==> src/design/lbt_pkg.sv <==
// ----------------------------------------------------------------------------
// Lost block tracker package
// Shared constants, command and reply codes, state encoding and a helper.
// ----------------------------------------------------------------------------
package lbt_pkg;

  localparam int LOST_LIST_DEPTH = 32;
  localparam int MAX_OUT         = 32;

  localparam int SLOT_W  = (LOST_LIST_DEPTH > 1) ? $clog2(LOST_LIST_DEPTH) : 1;
  localparam int CNT_W   = $clog2(LOST_LIST_DEPTH + 1);
  localparam int NUM_W   = 16;
  localparam int LEN_W   = 11;
  localparam int TOT_W   = 6;
  localparam int BYTES_W = 32;

  typedef enum logic [1:0] {
    CMD_INIT = 2'd0,
    CMD_DATA = 2'd1,
    CMD_RETX = 2'd2,
    CMD_END  = 2'd3
  } cmd_e;

  typedef enum logic [1:0] {
    REP_INIT = 2'd0,
    REP_LOST = 2'd1,
    REP_OK   = 2'd2,
    REP_FAIL = 2'd3
  } rep_e;

  typedef enum logic [2:0] {
    ST_IDLE,
    ST_GAP,
    ST_MATCH,
    ST_RESULT,
    ST_SORT,
    ST_EMIT
  } state_e;

  // Saturates the lost count to the width of the reported total.
  function automatic logic [TOT_W-1:0] sat_total(input logic [CNT_W-1:0] cnt);
    logic [CNT_W+TOT_W-1:0] wide;
    wide = (CNT_W+TOT_W)'(cnt);
    if (wide > (CNT_W+TOT_W)'((1 << TOT_W) - 1)) begin
      return {TOT_W{1'b1}};
    end
    return wide[TOT_W-1:0];
  endfunction

endpackage

==> src/design/lbt_ram.sv <==
// ----------------------------------------------------------------------------
// Generic RAM
// Single write port and single read port with a registered read.
// ----------------------------------------------------------------------------
module lbt_ram #(
  parameter int WIDTH = 16,
  parameter int DEPTH = 32,
  localparam int AW   = (DEPTH > 1) ? $clog2(DEPTH) : 1
) (
  input  logic             clk_i,
  input  logic             we_i,
  input  logic [AW-1:0]    waddr_i,
  input  logic [WIDTH-1:0] wdata_i,
  input  logic [AW-1:0]    raddr_i,
  output logic [WIDTH-1:0] rdata_o
);

  logic [WIDTH-1:0] mem_q [DEPTH];
  logic [WIDTH-1:0] rdata_q;

  always_ff @(posedge clk_i) begin
    if (we_i) begin
      mem_q[waddr_i] <= wdata_i;
    end
    rdata_q <= mem_q[raddr_i];
  end

  assign rdata_o = rdata_q;

endmodule

==> src/design/lost_block_tracker.sv <==
// ----------------------------------------------------------------------------
// Lost block tracker
// Init and single-result end commands pass through ST_RESULT and present a
// registered result once the output register is free. A data block walks
// the slots in ST_GAP, a retransmitted block scans the list in ST_MATCH
// through the one RAM read port, and each lost list entry of an end command
// takes one minimum search pass in ST_SORT. Items are taken one at a time.
// Reset clears control state and all slot valid bits at once; no clearing pass.
// ----------------------------------------------------------------------------
module lost_block_tracker
  import lbt_pkg::*;
(
  input  logic               clk_i,
  input  logic               rst_ni,
  input  logic               in_valid_i,
  output logic               in_ready_o,
  input  logic [1:0]         command_i,
  input  logic [NUM_W-1:0]   block_number_i,
  input  logic [LEN_W-1:0]   block_length_i,
  input  logic               block_check_ok_i,
  input  logic               image_check_ok_i,
  output logic               out_valid_o,
  input  logic               out_ready_i,
  output logic [1:0]         reply_o,
  output logic [NUM_W-1:0]   lost_block_o,
  output logic [TOT_W-1:0]   lost_total_o,
  output logic               last_o,
  output logic               write_flash_o,
  output logic [BYTES_W-1:0] bytes_received_o
);

  localparam logic [CNT_W-1:0] DEPTH_C = CNT_W'(LOST_LIST_DEPTH);

  state_e                     state_q, state_d;
  cmd_e                       cmd_q, cmd_d;
  logic [NUM_W-1:0]           num_q, num_d;
  logic [LEN_W-1:0]           len_q, len_d;
  logic                       img_q, img_d;

  logic [NUM_W-1:0]           exp_q, exp_d;
  logic [CNT_W-1:0]           cnt_q, cnt_d;
  logic [BYTES_W-1:0]         bytes_q, bytes_d;
  logic                       committed_q, committed_d;
  logic [LOST_LIST_DEPTH-1:0] valid_q, valid_d;
  logic [LOST_LIST_DEPTH-1:0] taken_q, taken_d;

  logic [NUM_W-1:0]           e_q, e_d;
  logic [CNT_W-1:0]           ptr_q, ptr_d;
  logic [CNT_W-1:0]           scan_q, scan_d;
  logic [CNT_W-1:0]           left_q, left_d;
  logic [NUM_W-1:0]           best_q, best_d;
  logic [SLOT_W-1:0]          best_idx_q, best_idx_d;
  logic                       found_q, found_d;

  logic                       out_valid_q;
  rep_e                       out_reply_q, out_reply_d;
  logic [NUM_W-1:0]           out_lost_q, out_lost_d;
  logic [TOT_W-1:0]           out_total_q;
  logic                       out_last_q, out_last_d;
  logic                       out_wf_q, out_wf_d;
  logic [BYTES_W-1:0]         out_bytes_q;
  logic                       out_load;
  logic                       out_free;

  logic                       ram_we;
  logic [SLOT_W-1:0]          ram_waddr;
  logic [SLOT_W-1:0]          ram_raddr;
  logic [NUM_W-1:0]           ram_rdata;
  logic [SLOT_W-1:0]          cmp_idx;
  logic [SLOT_W-1:0]          ptr_idx;

  lbt_ram #(
    .WIDTH(NUM_W),
    .DEPTH(LOST_LIST_DEPTH)
  ) u_list (
    .clk_i  (clk_i),
    .we_i   (ram_we),
    .waddr_i(ram_waddr),
    .wdata_i(e_q),
    .raddr_i(ram_raddr),
    .rdata_o(ram_rdata)
  );

  assign out_free  = !out_valid_q || out_ready_i;
  assign cmp_idx   = SLOT_W'(scan_q - CNT_W'(1));
  assign ptr_idx   = ptr_q[SLOT_W-1:0];
  assign ram_waddr = ptr_idx;
  assign ram_raddr = (scan_q < DEPTH_C) ? scan_q[SLOT_W-1:0] : '0;
  assign in_ready_o = (state_q == ST_IDLE);

  always_comb begin
    state_d     = state_q;
    cmd_d       = cmd_q;
    num_d       = num_q;
    len_d       = len_q;
    img_d       = img_q;
    exp_d       = exp_q;
    cnt_d       = cnt_q;
    bytes_d     = bytes_q;
    committed_d = committed_q;
    valid_d     = valid_q;
    taken_d     = taken_q;
    e_d         = e_q;
    ptr_d       = ptr_q;
    scan_d      = scan_q;
    left_d      = left_q;
    best_d      = best_q;
    best_idx_d  = best_idx_q;
    found_d     = found_q;
    ram_we      = 1'b0;
    out_load    = 1'b0;
    out_reply_d = REP_FAIL;
    out_lost_d  = '0;
    out_last_d  = 1'b1;
    out_wf_d    = 1'b0;

    unique case (state_q)
      ST_IDLE: begin
        if (in_valid_i) begin
          cmd_d = cmd_e'(command_i);
          num_d = block_number_i;
          len_d = block_length_i;
          img_d = image_check_ok_i;
          unique case (cmd_e'(command_i))
            CMD_INIT: begin
              valid_d = '0;
              cnt_d   = '0;
              exp_d   = '0;
              state_d = ST_RESULT;
            end
            CMD_DATA: begin
              if (block_check_ok_i) begin
                e_d     = exp_q;
                ptr_d   = '0;
                state_d = ST_GAP;
              end
            end
            CMD_RETX: begin
              if (block_check_ok_i) begin
                scan_d  = '0;
                state_d = ST_MATCH;
              end
            end
            CMD_END: begin
              state_d = ST_RESULT;
            end
          endcase
        end
      end

      ST_GAP: begin
        if (e_q < num_q && cnt_q < DEPTH_C) begin
          if (ptr_q < DEPTH_C && valid_q[ptr_idx]) begin
            ptr_d = ptr_q + CNT_W'(1);
          end else begin
            if (ptr_q < DEPTH_C) begin
              ram_we           = 1'b1;
              valid_d[ptr_idx] = 1'b1;
              ptr_d            = ptr_q + CNT_W'(1);
            end
            cnt_d = cnt_q + CNT_W'(1);
            e_d   = e_q + NUM_W'(1);
          end
        end else begin
          bytes_d = bytes_q + BYTES_W'(len_q);
          exp_d   = num_q + NUM_W'(1);
          state_d = ST_IDLE;
        end
      end

      ST_MATCH: begin
        if (scan_q != '0 && valid_q[cmp_idx] && ram_rdata == num_q) begin
          valid_d[cmp_idx] = 1'b0;
          bytes_d          = bytes_q + BYTES_W'(len_q);
          if (cnt_q != '0) begin
            cnt_d = cnt_q - CNT_W'(1);
          end
        end
        if (scan_q == DEPTH_C) begin
          state_d = ST_IDLE;
        end else begin
          scan_d = scan_q + CNT_W'(1);
        end
      end

      ST_RESULT: begin
        if (out_free) begin
          out_load = 1'b1;
          state_d  = ST_IDLE;
          unique case (cmd_q)
            CMD_INIT: begin
              out_reply_d = REP_INIT;
            end
            CMD_END: begin
              priority if (cnt_q >= DEPTH_C) begin
                out_reply_d = REP_FAIL;
              end else if (cnt_q != '0) begin
                if (|valid_q) begin
                  out_load = 1'b0;
                  taken_d  = '0;
                  scan_d   = '0;
                  found_d  = 1'b0;
                  left_d   = (32'(cnt_q) > MAX_OUT) ? CNT_W'(MAX_OUT) : cnt_q;
                  state_d  = ST_SORT;
                end else begin
                  out_reply_d = REP_FAIL;
                end
              end else if (img_q) begin
                out_reply_d = REP_OK;
                out_wf_d    = !committed_q;
                committed_d = 1'b1;
              end else begin
                out_reply_d = REP_FAIL;
              end
            end
            default: begin
              out_reply_d = REP_FAIL;
            end
          endcase
        end
      end

      ST_SORT: begin
        if (scan_q != '0 && valid_q[cmp_idx] && !taken_q[cmp_idx] &&
            (!found_q || ram_rdata < best_q)) begin
          best_d     = ram_rdata;
          best_idx_d = cmp_idx;
          found_d    = 1'b1;
        end
        if (scan_q == DEPTH_C) begin
          state_d = ST_EMIT;
        end else begin
          scan_d = scan_q + CNT_W'(1);
        end
      end

      ST_EMIT: begin
        if (out_free) begin
          out_load            = 1'b1;
          out_reply_d         = REP_LOST;
          out_lost_d          = best_q;
          out_last_d          = (left_q == CNT_W'(1));
          taken_d[best_idx_q] = 1'b1;
          left_d              = left_q - CNT_W'(1);
          if (left_q == CNT_W'(1)) begin
            state_d = ST_IDLE;
          end else begin
            scan_d  = '0;
            found_d = 1'b0;
            state_d = ST_SORT;
          end
        end
      end

      default: begin
        state_d = ST_IDLE;
      end
    endcase
  end

  always_ff @(posedge clk_i or negedge rst_ni) begin
    if (!rst_ni) begin
      state_q     <= ST_IDLE;
      exp_q       <= '0;
      cnt_q       <= '0;
      bytes_q     <= '0;
      committed_q <= 1'b0;
      valid_q     <= '0;
      taken_q     <= '0;
      scan_q      <= '0;
      ptr_q       <= '0;
      left_q      <= '0;
      found_q     <= 1'b0;
      out_valid_q <= 1'b0;
    end else begin
      state_q     <= state_d;
      exp_q       <= exp_d;
      cnt_q       <= cnt_d;
      bytes_q     <= bytes_d;
      committed_q <= committed_d;
      valid_q     <= valid_d;
      taken_q     <= taken_d;
      scan_q      <= scan_d;
      ptr_q       <= ptr_d;
      left_q      <= left_d;
      found_q     <= found_d;
      if (out_load) begin
        out_valid_q <= 1'b1;
      end else if (out_ready_i) begin
        out_valid_q <= 1'b0;
      end
    end
  end

  always_ff @(posedge clk_i) begin
    cmd_q      <= cmd_d;
    num_q      <= num_d;
    len_q      <= len_d;
    img_q      <= img_d;
    e_q        <= e_d;
    best_q     <= best_d;
    best_idx_q <= best_idx_d;
    if (out_load) begin
      out_reply_q <= out_reply_d;
      out_lost_q  <= out_lost_d;
      out_total_q <= sat_total(cnt_q);
      out_last_q  <= out_last_d;
      out_wf_q    <= out_wf_d;
      out_bytes_q <= bytes_q;
    end
  end

  assign out_valid_o      = out_valid_q;
  assign reply_o          = out_reply_q;
  assign lost_block_o     = out_lost_q;
  assign lost_total_o     = out_total_q;
  assign last_o           = out_last_q;
  assign write_flash_o    = out_wf_q;
  assign bytes_received_o = out_bytes_q;

  // The lost count always matches the number of occupied slots.
  a_count_matches_slots: assert property (@(posedge clk_i) disable iff (!rst_ni)
    $countones(valid_q) == 32'(cnt_q))
    else $error("lost count differs from occupied slots");

  a_count_bounded: assert property (@(posedge clk_i) disable iff (!rst_ni)
    cnt_q <= DEPTH_C)
    else $error("lost count above list depth");

  a_taken_subset: assert property (@(posedge clk_i) disable iff (!rst_ni)
    (state_q == ST_SORT || state_q == ST_EMIT) |-> ((taken_q & ~valid_q) == '0))
    else $error("emitted slot is not occupied");

  a_flash_only_on_ok: assert property (@(posedge clk_i) disable iff (!rst_ni)
    (out_valid_o && write_flash_o) |-> (reply_o == REP_OK && last_o))
    else $error("flash commit without end ok");

endmodule
==> config.mk <==
export PLATFORM = sky130hd
export DESIGN_NAME = lost_block_tracker
export DESIGN_NICKNAME = d
export VERILOG_FILES = /design/src/design/lbt_pkg.sv /design/src/design/lbt_ram.sv /design/src/design/lost_block_tracker.sv
export SDC_FILE = /design/constraint.sdc
export NUM_CORES = 1
export LEC_CHECK = 0
export ABC_AREA = 0
export BUFFER_PORTS_ARGS = -buffer_cell sky130_fd_sc_hd__buf_2
export CORE_MARGIN = 5
export CORE_UTILIZATION = 35
export DETAILED_ROUTE_END_ITERATION = 10
export SETUP_SLACK_MARGIN = 0.15
export SLEW_MARGIN = 20
export SYNTH_ARGS = -nofsm -noshare
export SYNTH_HDL_FRONTEND = slang
export SYNTH_HIERARCHICAL = 1
export SYNTH_SLANG_ARGS = --single-unit
==> constraint.sdc <==
create_clock -name clk_i -period 5.48 [get_ports clk_i]
set_input_delay 0.822 -clock clk_i [delete_from_list [all_inputs] [get_ports clk_i]]
set_output_delay 0.822 -clock clk_i [all_outputs]
set_load 0.01 [all_outputs]
==> Yosys cells after proc, flatten, opt, wreduce, memory -nomap -nowiden <==
Memory sizes are Yosys's and may differ from the RTL's. A register that Yosys moved wholly into a read port is not among the register bits.
Cells that the tools add are included.
{ "totals": {"out_inout_bits": 60, "regBits": 267, "input_bits": 35, "rom_bits": 0, "n_memories": 1, "latchBits": 0, "wordCells": 259, "ram_bits": 512} }
{ "op_classes": {"shifts": 0, "reduce_logical": 45, "n_addsub": 9, "n_eq_ne": 37, "div_mod_pow": 0, "mux": 119, "magnitude_cmp": 13, "multipliers": 0, "bitwise_logic": 10} }
{ "mem_list": {"columns": ["name", "words", "word_bits", "read_ports", "rd_ports_with_merged_regs", "wr", "line_no", "text"], "rows": [
  ["u_list.mem_q", 32, 16, 1, 1, 1, "lbt_ram.sv:18", "logic [WIDTH-1:0] mem_q [DEPTH];"]
]} }
{ "op_table": {"columns": ["cell", "n"], "rows": [
  ["2-to-1 mux 32 bit", 14],
  ["2-to-1 mux 6 bit", 29],
  ["2-to-1 mux 16 bit", 8],
  ["one-hot mux 32 bit (2 select lines)", 2],
  ["one-hot mux 32 bit (3 select lines)", 1],
  ["bitwise OR 32 bit", 2],
  ["one-hot mux 16 bit (2 select lines)", 2],
  ["2-to-1 mux 3 bit", 13],
  ["inequality test 2 bit, second input constant", 18],
  ["adder 16 x 1 -> 16 bit, second input constant", 2],
  ["adder 32 x 11 -> 32 bit", 1],
  ["AND 32 bit", 1],
  ["< comparator 16 bit", 2],
  ["inverter 32 bit", 1],
  ["OR reduction 32 bit", 1],
  ["2-to-1 mux 1 bit", 31],
  ["one-hot mux 6 bit (2 select lines)", 2],
  ["one-hot mux 6 bit (4 select lines)", 1],
  ["AND reduction 7 bit", 3],
  ["adder 6 x 1 -> 6 bit, second input constant", 3],
  ["< comparator 5 x 6 -> 1 bit, second input constant", 3],
  ["< comparator 6 bit, second input constant", 3],
  ["one-hot mux 3 bit (6 select lines)", 1],
  ["one-hot mux 6 bit (3 select lines)", 1],
  ["other kinds (42)", 88]
]} }

==> Longest topological paths before layout <==
Gate-level depths: netlist (run 1).
{ "depth": {"ltp_word": 9, "mapped_depth": 15, "ltp_nobuf": 10} }

==> By module <==
The synthesis (run 1) kept the hierarchy.
{ "by_module_without_submodules": {"columns": ["mod", "n_inst", "area_each_um2", "seq_area_each_um2", "cells_per_inst"], "rows": [
  ["lbt_ram", 1, 20534.7, 15695.1, 1143],
  ["lost_block_tracker", 1, 14523.9, 7307.0, 1346]
]} }

==> Least setup slack after synthesis (run 1) <==
Ideal clock, no wire load.
{ "synth_timing": {"path_type": "input to register", "from": "input port out_ready_i", "to": "register out_bytes_q[0] (netlist: bytes_received_o[0]), enable pin", "setup_ns": 0.555, "cell_stages": 4, "arrival_ns": 5.488, "required_ns": 4.925, "path_buffers": 1, "path_slack_ns": -0.564, "path_cell_list": "nand2b_1 > clkbuf_1 > nand3_1 > o21ai_0"} }
{ "synth_between": {"elab_chain_cells": 3, "elab_cells_between_ends": 4, "classes_between": "3 x mux; 1 x reduce/logical"} }
{ "synth_rtl": {"columns": ["item", "line_no", "text"], "rows": [
  ["start: declaration", "lost_block_tracker.sv:23", "input logic out_ready_i,"],
  ["logical OR 1 bit (*)", "lost_block_tracker.sv:84", "assign out_free = !out_valid_q || out_ready_i;"],
  ["2-to-1 mux 1 bit, on equally long branches", "lost_block_tracker.sv:238, lost_block_tracker.sv:187", null],
  ["one-hot mux 1 bit (2 select lines) (*)", "lost_block_tracker.sv:117", "unique case (state_q)"],
  ["net out_load", "lost_block_tracker.sv:62", "logic out_load;"],
  ["end signal: assignment", "lost_block_tracker.sv:309", "out_bytes_q <= bytes_q;"],
  ["end: declaration", "lost_block_tracker.sv:61", "logic [BYTES_W-1:0] out_bytes_q;"]
]} }
The timed path passes the listed nets; every way through them passes the cells marked *.
A chain may end at the register's enable or synchronous reset.

==> Final worst setup path (run 1) <==
{ "layout_timing": {"from": "register scan_q[1]", "to": "register cnt_q[0]"} }
{ "layout_between": {"elab_chain_cells": 7, "elab_cells_between_ends": 8, "classes_between": "1 x add/sub; 1 x eq/ne; 2 x mux; 4 x reduce/logical"} }
{ "layout_rtl": {"columns": ["item", "line_no", "text"], "rows": [
  ["start: declaration", "lost_block_tracker.sv:49", "logic [CNT_W-1:0] scan_q, scan_d;"],
  ["start signal: assignment", "lost_block_tracker.sv:283", "scan_q <= scan_d;"],
  ["subtractor 5 x 1 -> 5 bit", "lost_block_tracker.sv:85", "assign cmp_idx = SLOT_W'(scan_q - CNT_W'(1));"],
  ["net cmp_idx[1]", "lost_block_tracker.sv:69", "logic [SLOT_W-1:0] cmp_idx;"],
  ["binary-select mux 1 bit (select 5 bit)", "lost_block_tracker.sv:172", "if (scan_q != '0 && valid_q[cmp_idx] && ram_rdata == num_q) begin"],
  ["2-to-1 mux 1 bit (implied by the code)", "lost_block_tracker.sv:172", null],
  ["logical AND 1 bit (2 in series)", "lost_block_tracker.sv:172", null],
  ["inequality test 2 bit (no source line)", null, null],
  ["AND reduction 7 bit (no source line)", null, null],
  ["end signal: assignment", "lost_block_tracker.sv:278", "cnt_q <= cnt_d;"],
  ["end: declaration", "lost_block_tracker.sv:41", "logic [CNT_W-1:0] cnt_q, cnt_d;"]
]} }
The timed path passes the listed nets, and every way through them passes these cells. The select of a mux whose other input is x is not followed.

==> flow_results.xml, run 1 <==
<?xml version="1.0" encoding="UTF-8"?>
<metrics>
  <group name="outcome">
    <metric name="run_status" unit="">complete, no violations</metric>
  </group>
  <group name="logic_synthesis">
    <metric name="postSynthRegisterBits" unit="">795</metric>
    <metric name="post_synth.cell_area_avg" unit="um^2">14.1</metric>
    <metric name="netlist_top_cells_count" unit="">edfxtp_1 (637), mux2i_1 (279), nor2_1 (177)</metric>
    <metric name="synth_top_flop_cell" unit="">edfxtp_1</metric>
    <metric name="yosys.cell_types.count" unit="">82</metric>
    <metric name="seq_total_area_yosys" unit="">0.656</metric>
    <metric name="mappedNetlistNets" unit="">2584</metric>
    <metric name="synth_top_cells_by_area" unit="">edfxtp_1 (55%), dfrtp_1 (10%), mux2i_1 (8.0%)</metric>
    <metric name="synth_top_area_share" unit="">0.546</metric>
    <metric name="synth_warnings" unit="">6</metric>
    <metric name="synth_area" unit="um^2">35100</metric>
    <metric name="synthesis.instances" unit="">2489</metric>
    <metric name="synth_top_area_cell" unit="">edfxtp_1</metric>
    <metric name="post_synth_edffs" unit="">637</metric>
    <metric name="ys_async_sr_fraction" unit="">0.179</metric>
    <metric name="yosys.cell_count.top_type" unit="">edfxtp_1</metric>
  </group>
  <group name="worst_setup_path">
    <metric name="critical_path_required" unit="ns">5.98</metric>
    <metric name="kind_of_critical_path" unit="">reg -&gt; reg</metric>
    <metric name="crit_arrival" unit="ns">4.71</metric>
    <metric name="crit_path_max_fanout" unit="">37</metric>
    <metric name="worst_setup_path_end_kind" unit="">flip-flop</metric>
    <metric name="worst_setup_path_start_kind" unit="">flip-flop</metric>
  </group>
  <group name="cts">
    <metric name="clock_sinks" unit="">795</metric>
    <metric name="cts_made_buffers" unit="">84</metric>
    <metric name="clk_pin_slew" unit="ns">0.06</metric>
    <metric name="clock_path_buffers" unit="">3</metric>
    <metric name="post_cts_buffers" unit="">0</metric>
    <metric name="clock_latency" unit="ns">0.66</metric>
    <metric name="tritoncts_clock_tree" unit="">built</metric>
    <metric name="cts.repair.resized" unit="">0</metric>
    <metric name="holdBufCountCts" unit="">0</metric>
    <metric name="ctsHtreeMaxLevel" unit="">3</metric>
    <metric name="clock-root-buffer" unit="">clkbuf_16</metric>
  </group>
  <group name="sta">
    <metric name="hold_viol" unit="">0</metric>
    <metric name="layout_min_cycle_time" unit="ns">4.21</metric>
    <metric name="maximum_achievable_frequency" unit="GHz">0.237</metric>
    <metric name="max-slew-margin-rel" unit="">0.254</metric>
    <metric name="finalSetupViolations" unit="">0</metric>
    <metric name="finClkSkew" unit="ns">0.0582</metric>
    <metric name="rsz0062_at_grt" unit="">no</metric>
    <metric name="timing.final.ws_setup" unit="ns">1.27</metric>
    <metric name="drv_slew" unit="">0</metric>
    <metric name="final.period_utilization" unit="">0.769</metric>
    <metric name="worstMarginPinSlew" unit="ns">1.12</metric>
    <metric name="totalNegativeSetupSlack" unit="ns">0</metric>
  </group>
  <group name="placed_design">
    <metric name="port-buffer-count" unit="">94</metric>
    <metric name="dpl-instance-area" unit="um^2">37000</metric>
    <metric name="place_ws" unit="ns">1.30</metric>
    <metric name="place.gp.congestion" unit="">0.877</metric>
    <metric name="dpl_wire_length" unit="um">59200</metric>
  </group>
  <group name="routing">
    <metric name="drtAntennaViolNets" unit="">0</metric>
    <metric name="route.detailed.drc" unit="">0</metric>
    <metric name="detail_route.wl_per_cell" unit="um">22.9</metric>
    <metric name="1st_pass_router_iterations" unit="">5</metric>
    <metric name="route.final.wire_length" unit="um">91600</metric>
    <metric name="routed_via_density" unit="">5.41</metric>
    <metric name="num_vias" unit="">21600</metric>
    <metric name="drtIter0Drc" unit="">2148</metric>
  </group>
  <group name="global_route">
    <metric name="antenna_found_initial" unit="">2</metric>
    <metric name="grt_pass1_vias" unit="">21900</metric>
    <metric name="maximum_number_of_pins_on_one_net_before_global_route_repair" unit="">98</metric>
    <metric name="first_pass_grt_wire_length" unit="um">137000</metric>
    <metric name="grt_usage" unit="">0.167</metric>
    <metric name="grt-ovfl-total" unit="">0</metric>
  </group>
  <group name="floorplanning">
    <metric name="core_area" unit="um^2">99700</metric>
    <metric name="top_ports" unit="">95</metric>
    <metric name="die-area" unit="um^2">107000</metric>
    <metric name="fp.dieW" unit="um">326</metric>
    <metric name="fp-row-count" unit="">116</metric>
    <metric name="start_util" unit="">0.352</metric>
    <metric name="die_h" unit="um">326</metric>
  </group>
  <group name="finish">
    <metric name="stdcell_area" unit="um^2">39900</metric>
    <metric name="num-nets-final" unit="">2717</metric>
    <metric name="layout-drive-gt1-share" unit="">0.149</metric>
    <metric name="area_growth" unit="%">13.9</metric>
  </group>
  <group name="power_and_ir_drop">
    <metric name="total_leakage_power" unit="uW">0.0146</metric>
    <metric name="vdd.ir_drop.worst" unit="mV">0.296</metric>
    <metric name="power-per-cell-area" unit="nW/um^2">503</metric>
  </group>
  <group name="hold_path">
    <metric name="holdCritPathClass" unit="">in -&gt; async</metric>
  </group>
  <group name="run">
    <metric name="max_cap_viol_count" unit="">0</metric>
  </group>
</metrics>
cells by family (layout without fill, tap and decap cells):
group | after synthesis | after routing | share of synthesized area
muxes | 313 | 313 | 0.0972
adders and majority gates | 60 | 60 | 0.0218
other | 0 | 1 | 0
AOI/OAI and AO/OA | 410 | 410 | 0.0796
and+or+nand+nor | 627 | 627 | 0.0918
xor gates and xnor gates | 80 | 80 | 0.0202
DFF | 795 | 795 | 0.656
buffers and inverters | 204 | 409 | 0.0332
final cells by class:
type,instances,area (um^2)
fillers,9054,59800
flip-flops and latches,795,23000
multi-input cells,1490,10900
clock buffers,98,2230
well taps,1298,1620
repair buffers,180,1230
clock inverters,60,616
inverters,71,267
diodes,1,2.50
layer usage:
metal	track usage	routed length [um]
met1	0.222	38600
met4	0.0515	2350
met3	0.0252	5240
met5	0	0
met2	0.283	45400
where the power goes:
| group | internal [uW] | leakage, uW | switching [uW] |
|---|---|---|---|
| Clock | 3330 | 0.00139 | 2430 |
| Sequential | 7360 | 0.00779 | 560 |
| Combinational | 2240 | 0.00544 | 4160 |
| Total | 12900 | 0.0146 | 7150 |
cell usage in the layout, fill, tap and decap left out, drive strengths merged, types with 66 or more instances in the layout:
cell type  Yosys  layout
a21oi        116     116
nand3         80      80
inv           70      73
a22oi         68      68
buf           86     180
dfrtp        142     142
mux2i        279     279
nand2        141     141
edfxtp       637     637
o21ai         66      66
nor2         181     181
clkbuf        47      98
final timing paths:
kind                             startpoint              endpoint  slack (ns)  depth (start not counted)
max                               scan_q[1]              cnt_q[0]        1.27                         10
max reg2reg                       scan_q[1]              cnt_q[0]        1.27                         10
min in group clk_i         image_check_ok_i                 img_q        0.33                          1
min                                  rst_ni           bytes_q[24]        0.04                          1
min reg2reg                     bytes_q[27]  bytes_received_o[27]        0.46                          0
max in group asynchronous            rst_ni            taken_q[4]        4.06                          3
state kept, by name, summed over array words and instances, names as in the netlist, 16 cells and up:
name	flops
u_list/mem_q	512
bytes_q	32
bytes_received_o	32
taken_q	32
valid_q	32
best_q	16
e_q	16
exp_q	16
lost_block_o	16
num_q	16
u_list/rdata_o	16
critical path, stage by stage (launching register included):
cell,delay (ns)
dfrtp_1,0.61
inv_1,0.19
ha_1,0.87
inv_1,0.34
mux4_2,0.42
nand2_1,0.09
a31oi_4,0.25
a2bb2oi_2,0.19
buf_4,0.37
and3_1,0.42
mux2_4,0.33
metrics by stage:
| stage | utilization | cells | total power (uW) | hold slack (ns) |
|---|---|---|---|---|
| floorplan | - | 2489 | 12400 | 0.425 |
| global placement | 0.371 | 3832 | 14200 | 0.439 |
| detailed placement | 0.371 | 3833 | 14400 | 0.445 |
| CTS | 0.400 | 3991 | 20200 | 0.300 |
| global route | 0.400 | 3992 | 21000 | 0.0314 |
| finish | 0.400 | 3993 | 20100 | 0.0435 |
Power figures use the tool's default switching activity.
==> inputs of run 2 (changes only) <==
--- a/config.mk
+++ b/config.mk
@@ -5,7 +5,7 @@
 export SDC_FILE = /design/constraint.sdc
 export NUM_CORES = 1
 export LEC_CHECK = 0
-export ABC_AREA = 0
+export ABC_AREA = 1
 export BUFFER_PORTS_ARGS = -buffer_cell sky130_fd_sc_hd__buf_2
 export CORE_MARGIN = 5
 export CORE_UTILIZATION = 35
==> constraint.sdc (replaced) <==
create_clock -name clk_i -period 4.1 [get_ports clk_i]
set_input_delay 0.615 -clock clk_i [delete_from_list [all_inputs] [get_ports clk_i]]
set_output_delay 0.615 -clock clk_i [all_outputs]
set_load 0.01 [all_outputs]
==> run 2 against run 1 <==
  * First-iteration DRC count up 40%
  * Synthesized cell count up 48%
  * Via count up 24%
  * Final cell count up 31%
  * Worst setup slack worse by 0.86 ns
  * Clock power up 34%
  * Critical path type unchanged
==> flow_results.xml, run 2 <==
<?xml version="1.0" encoding="UTF-8"?>
<metrics>
  <group name="cts">
    <metric name="ctsHtreeMaxLevel" unit="">3</metric>
    <metric name="post_cts_buffers" unit="">0</metric>
    <metric name="clk_pin_slew" unit="ns">0.06</metric>
    <metric name="clock-root-buffer" unit="">clkbuf_16</metric>
    <metric name="cts_made_buffers" unit="">88</metric>
    <metric name="clock_sinks" unit="">795</metric>
    <metric name="holdBufCountCts" unit="">0</metric>
    <metric name="clock_path_buffers" unit="">3</metric>
    <metric name="cts.repair.resized" unit="">0</metric>
    <metric name="clock_latency" unit="ns">0.65</metric>
    <metric name="tritoncts_clock_tree" unit="">built</metric>
  </group>
  <group name="placed_design">
    <metric name="dpl-instance-area" unit="um^2">38600</metric>
    <metric name="place.gp.congestion" unit="">0.884</metric>
    <metric name="place_ws" unit="ns">0.468</metric>
    <metric name="port-buffer-count" unit="">94</metric>
    <metric name="dpl_wire_length" unit="um">65300</metric>
  </group>
  <group name="logic_synthesis">
    <metric name="yosys.cell_types.count" unit="">49</metric>
    <metric name="yosys.cell_count.top_type" unit="">nand2_1</metric>
    <metric name="synth_top_area_cell" unit="">edfxtp_1</metric>
    <metric name="seq_total_area_yosys" unit="">0.627</metric>
    <metric name="synth_top_cells_by_area" unit="">edfxtp_1 (52%), nand2_1 (13%), dfrtp_1 (9.7%)</metric>
    <metric name="ys_async_sr_fraction" unit="">0.179</metric>
    <metric name="netlist_top_cells_count" unit="">nand2_1 (1241), edfxtp_1 (637), nand3_1 (512)</metric>
    <metric name="synth_top_area_share" unit="">0.522</metric>
    <metric name="post_synth_edffs" unit="">637</metric>
    <metric name="synth_top_flop_cell" unit="">edfxtp_1</metric>
    <metric name="post_synth.cell_area_avg" unit="um^2">9.95</metric>
    <metric name="synth_warnings" unit="">6</metric>
    <metric name="mappedNetlistNets" unit="">3779</metric>
    <metric name="synth_area" unit="um^2">36700</metric>
    <metric name="postSynthRegisterBits" unit="">795</metric>
    <metric name="synthesis.instances" unit="">3684</metric>
  </group>
  <group name="power_and_ir_drop">
    <metric name="comb_power_share" unit="">0.329</metric>
    <metric name="switching_power" unit="uW">10500</metric>
    <metric name="share_seq_of_total_power" unit="">0.393</metric>
    <metric name="internal_power" unit="uW">17200</metric>
    <metric name="vdd.ir_drop.worst" unit="mV">0.371</metric>
    <metric name="total_leakage_power" unit="uW">0.0161</metric>
    <metric name="power-per-cell-area" unit="nW/um^2">668</metric>
    <metric name="netSwitchingFraction" unit="">0.380</metric>
    <metric name="clock_network_power_share" unit="">0.278</metric>
  </group>
  <group name="routing">
    <metric name="dr.max_layer_used" unit="">met5</metric>
    <metric name="1st_pass_router_iterations" unit="">6</metric>
    <metric name="dr_wl_met3" unit="um">8110</metric>
    <metric name="detail_route.wl_per_cell" unit="um">19.8</metric>
    <metric name="route.detailed.drc" unit="">0</metric>
    <metric name="route.final.wire_length" unit="um">104000</metric>
    <metric name="num_vias" unit="">26800</metric>
    <metric name="drtIter0Drc" unit="">3003</metric>
    <metric name="met2_wirelength" unit="um">47600</metric>
    <metric name="met1_length" unit="um">44800</metric>
    <metric name="routed_via_density" unit="">5.12</metric>
    <metric name="drtAntennaViolNets" unit="">0</metric>
  </group>
  <group name="worst_setup_path">
    <metric name="r2r-start" unit="">num_q[13]</metric>
    <metric name="worst_setup_path_end_kind" unit="">flip-flop</metric>
    <metric name="crit_path_max_fanout" unit="">16</metric>
    <metric name="worst_setup_path_start_kind" unit="">flip-flop</metric>
    <metric name="critical_path_required" unit="ns">4.36</metric>
    <metric name="crit_arrival" unit="ns">3.95</metric>
    <metric name="kind_of_critical_path" unit="">reg -&gt; reg</metric>
    <metric name="critical_path.startpoint" unit="">num_q[13]</metric>
  </group>
  <group name="sta">
    <metric name="maximum_achievable_frequency" unit="GHz">0.271</metric>
    <metric name="max-slew-margin-rel" unit="">0.371</metric>
    <metric name="totalNegativeSetupSlack" unit="ns">0</metric>
    <metric name="finalSetupViolations" unit="">0</metric>
    <metric name="drv_slew" unit="">0</metric>
    <metric name="finClkSkew" unit="ns">0.0379</metric>
    <metric name="timing.final.ws_setup" unit="ns">0.410</metric>
    <metric name="final.period_utilization" unit="">0.900</metric>
    <metric name="layout_min_cycle_time" unit="ns">3.69</metric>
    <metric name="worstMarginPinSlew" unit="ns">0.943</metric>
    <metric name="rsz0062_at_grt" unit="">no</metric>
    <metric name="fin_hold_ws" unit="ns">0.0245</metric>
    <metric name="hold_viol" unit="">0</metric>
  </group>
  <group name="run">
    <metric name="max_cap_viol_count" unit="">0</metric>
  </group>
  <group name="finish">
    <metric name="final_cell_mix" unit="">nand2_1 (1240), edfxtp_1 (637), nand3_1 (512)</metric>
    <metric name="post-route-util" unit="">0.399</metric>
    <metric name="seq_area" unit="um^2">23000</metric>
    <metric name="stdcell_area" unit="um^2">41500</metric>
    <metric name="layout-drive-gt1-share" unit="">0.0983</metric>
    <metric name="area_taken_by_multi_input_logic_gates" unit="um^2">11800</metric>
    <metric name="nFillCells" unit="">9998</metric>
    <metric name="mostFrequentLayoutCell" unit="">nand2_1</metric>
    <metric name="largest_register_ffs" unit="">512</metric>
    <metric name="max_flop_register" unit="">u_list/mem_q</metric>
    <metric name="area_growth" unit="%">13.1</metric>
    <metric name="num-nets-final" unit="">3885</metric>
  </group>
  <group name="outcome">
    <metric name="run_status" unit="">complete, no violations</metric>
  </group>
  <group name="floorplanning">
    <metric name="start_util" unit="">0.353</metric>
    <metric name="fp.dieW" unit="um">334</metric>
    <metric name="die_h" unit="um">334</metric>
    <metric name="core_area" unit="um^2">104000</metric>
    <metric name="fp-row-count" unit="">118</metric>
    <metric name="top_ports" unit="">95</metric>
    <metric name="die-area" unit="um^2">111000</metric>
  </group>
  <group name="global_route">
    <metric name="maximum_number_of_pins_on_one_net_before_global_route_repair" unit="">145</metric>
    <metric name="antenna_found_initial" unit="">9</metric>
    <metric name="grt_pass1_vias" unit="">25700</metric>
    <metric name="grt_usage" unit="">0.181</metric>
    <metric name="grt-ovfl-total" unit="">0</metric>
    <metric name="first_pass_grt_wire_length" unit="um">157000</metric>
  </group>
  <group name="hold_path">
    <metric name="holdCritPathClass" unit="">in -&gt; async</metric>
  </group>
</metrics>
run 2: cell count changes after synthesis, moves of 66 or more:
cell,change
nand3_1,+440
inv_1,+151
mux2i_1,-279
o21ai_0,+88
a22oi_1,-66
nand2_1,+1100
run 2: power by group through the flow:
stage | logic, uW | clock network (uW) | registers (uW)
2_1_floorplan | 5730 | 0 | 11200
3_3_place_gp | 8990 | 0 | 11000
3_5_place_dp | 9060 | 0 | 11000
4_1_cts | 9100 | 7840 | 10900
5_1_grt | 10000 | 8170 | 10900
6_report | 9110 | 7700 | 10900
run 2: per-stage QoR:
step / total power [uW] / std cells
final: 27700 / 5238
after global routing: 29200 / 5236
after CTS: 27800 / 5233
after detailed placement: 20100 / 5079
after global placement: 20000 / 5079
after floorplan: 17000 / 3684
run 2: logic make-up (layout without fill, tap and decap cells):
| group | count (synthesis) | count (layout) | synth area share |
|---|---|---|---|
| AOI/OAI and AO/OA | 356 | 356 | 0.0528 |
| DFF | 795 | 795 | 0.627 |
| and+or+nand+nor | 2009 | 2009 | 0.230 |
| other | 0 | 4 | 0 |
| buffers and inverters | 402 | 572 | 0.0536 |
| xor gates and xnor gates | 62 | 62 | 0.0148 |
| adders and majority gates | 60 | 60 | 0.0209 |
run 2: layer usage:
metal	up-vias	GRT usage
met1	12900	0.256
met3	174	0.0364
li1	12700	-
met2	997	0.283
met5	-	0
met4	6	0.0565
run 2: worst paths after layout:
kind                            depth (start not counted)  slack, ns                   to
worst max-delay path                                   13       0.41  u_list/mem_q[12][3]
worst min-delay path                                    1       0.02          bytes_q[21]
worst max register to register                         13       0.41  u_list/mem_q[12][3]
worst min register to register                          1       0.47          committed_q
max in group asynchronous                               2       3.17          valid_q[17]
min in group clk_i                                      1       0.15             len_q[9]
run 2: area by class of cell:
class,count,share of cell area
diodes,4,0.000241
multi-input cells,2487,0.284
well taps,1380,0.0417
clock inverters,40,0.0107
inverters,232,0.0212
clock buffers,114,0.0564
repair buffers,186,0.0311
flip-flops and latches,795,0.555
run 2: worst max-delay path, cell delays in order, from the launching register on:
cell and delay (ns):
edfxtp_1 0.41, inv_1 0.17, ha_1 0.27, nand2_1 0.08
inv_1 0.04, o21ai_0 0.15, nand2_1 0.07, a21oi_1 0.22
nand4_2 0.17, or2_2 0.31, nor2_1 0.27, nand3_1 0.27
buf_4 0.24, nor2_2 0.64
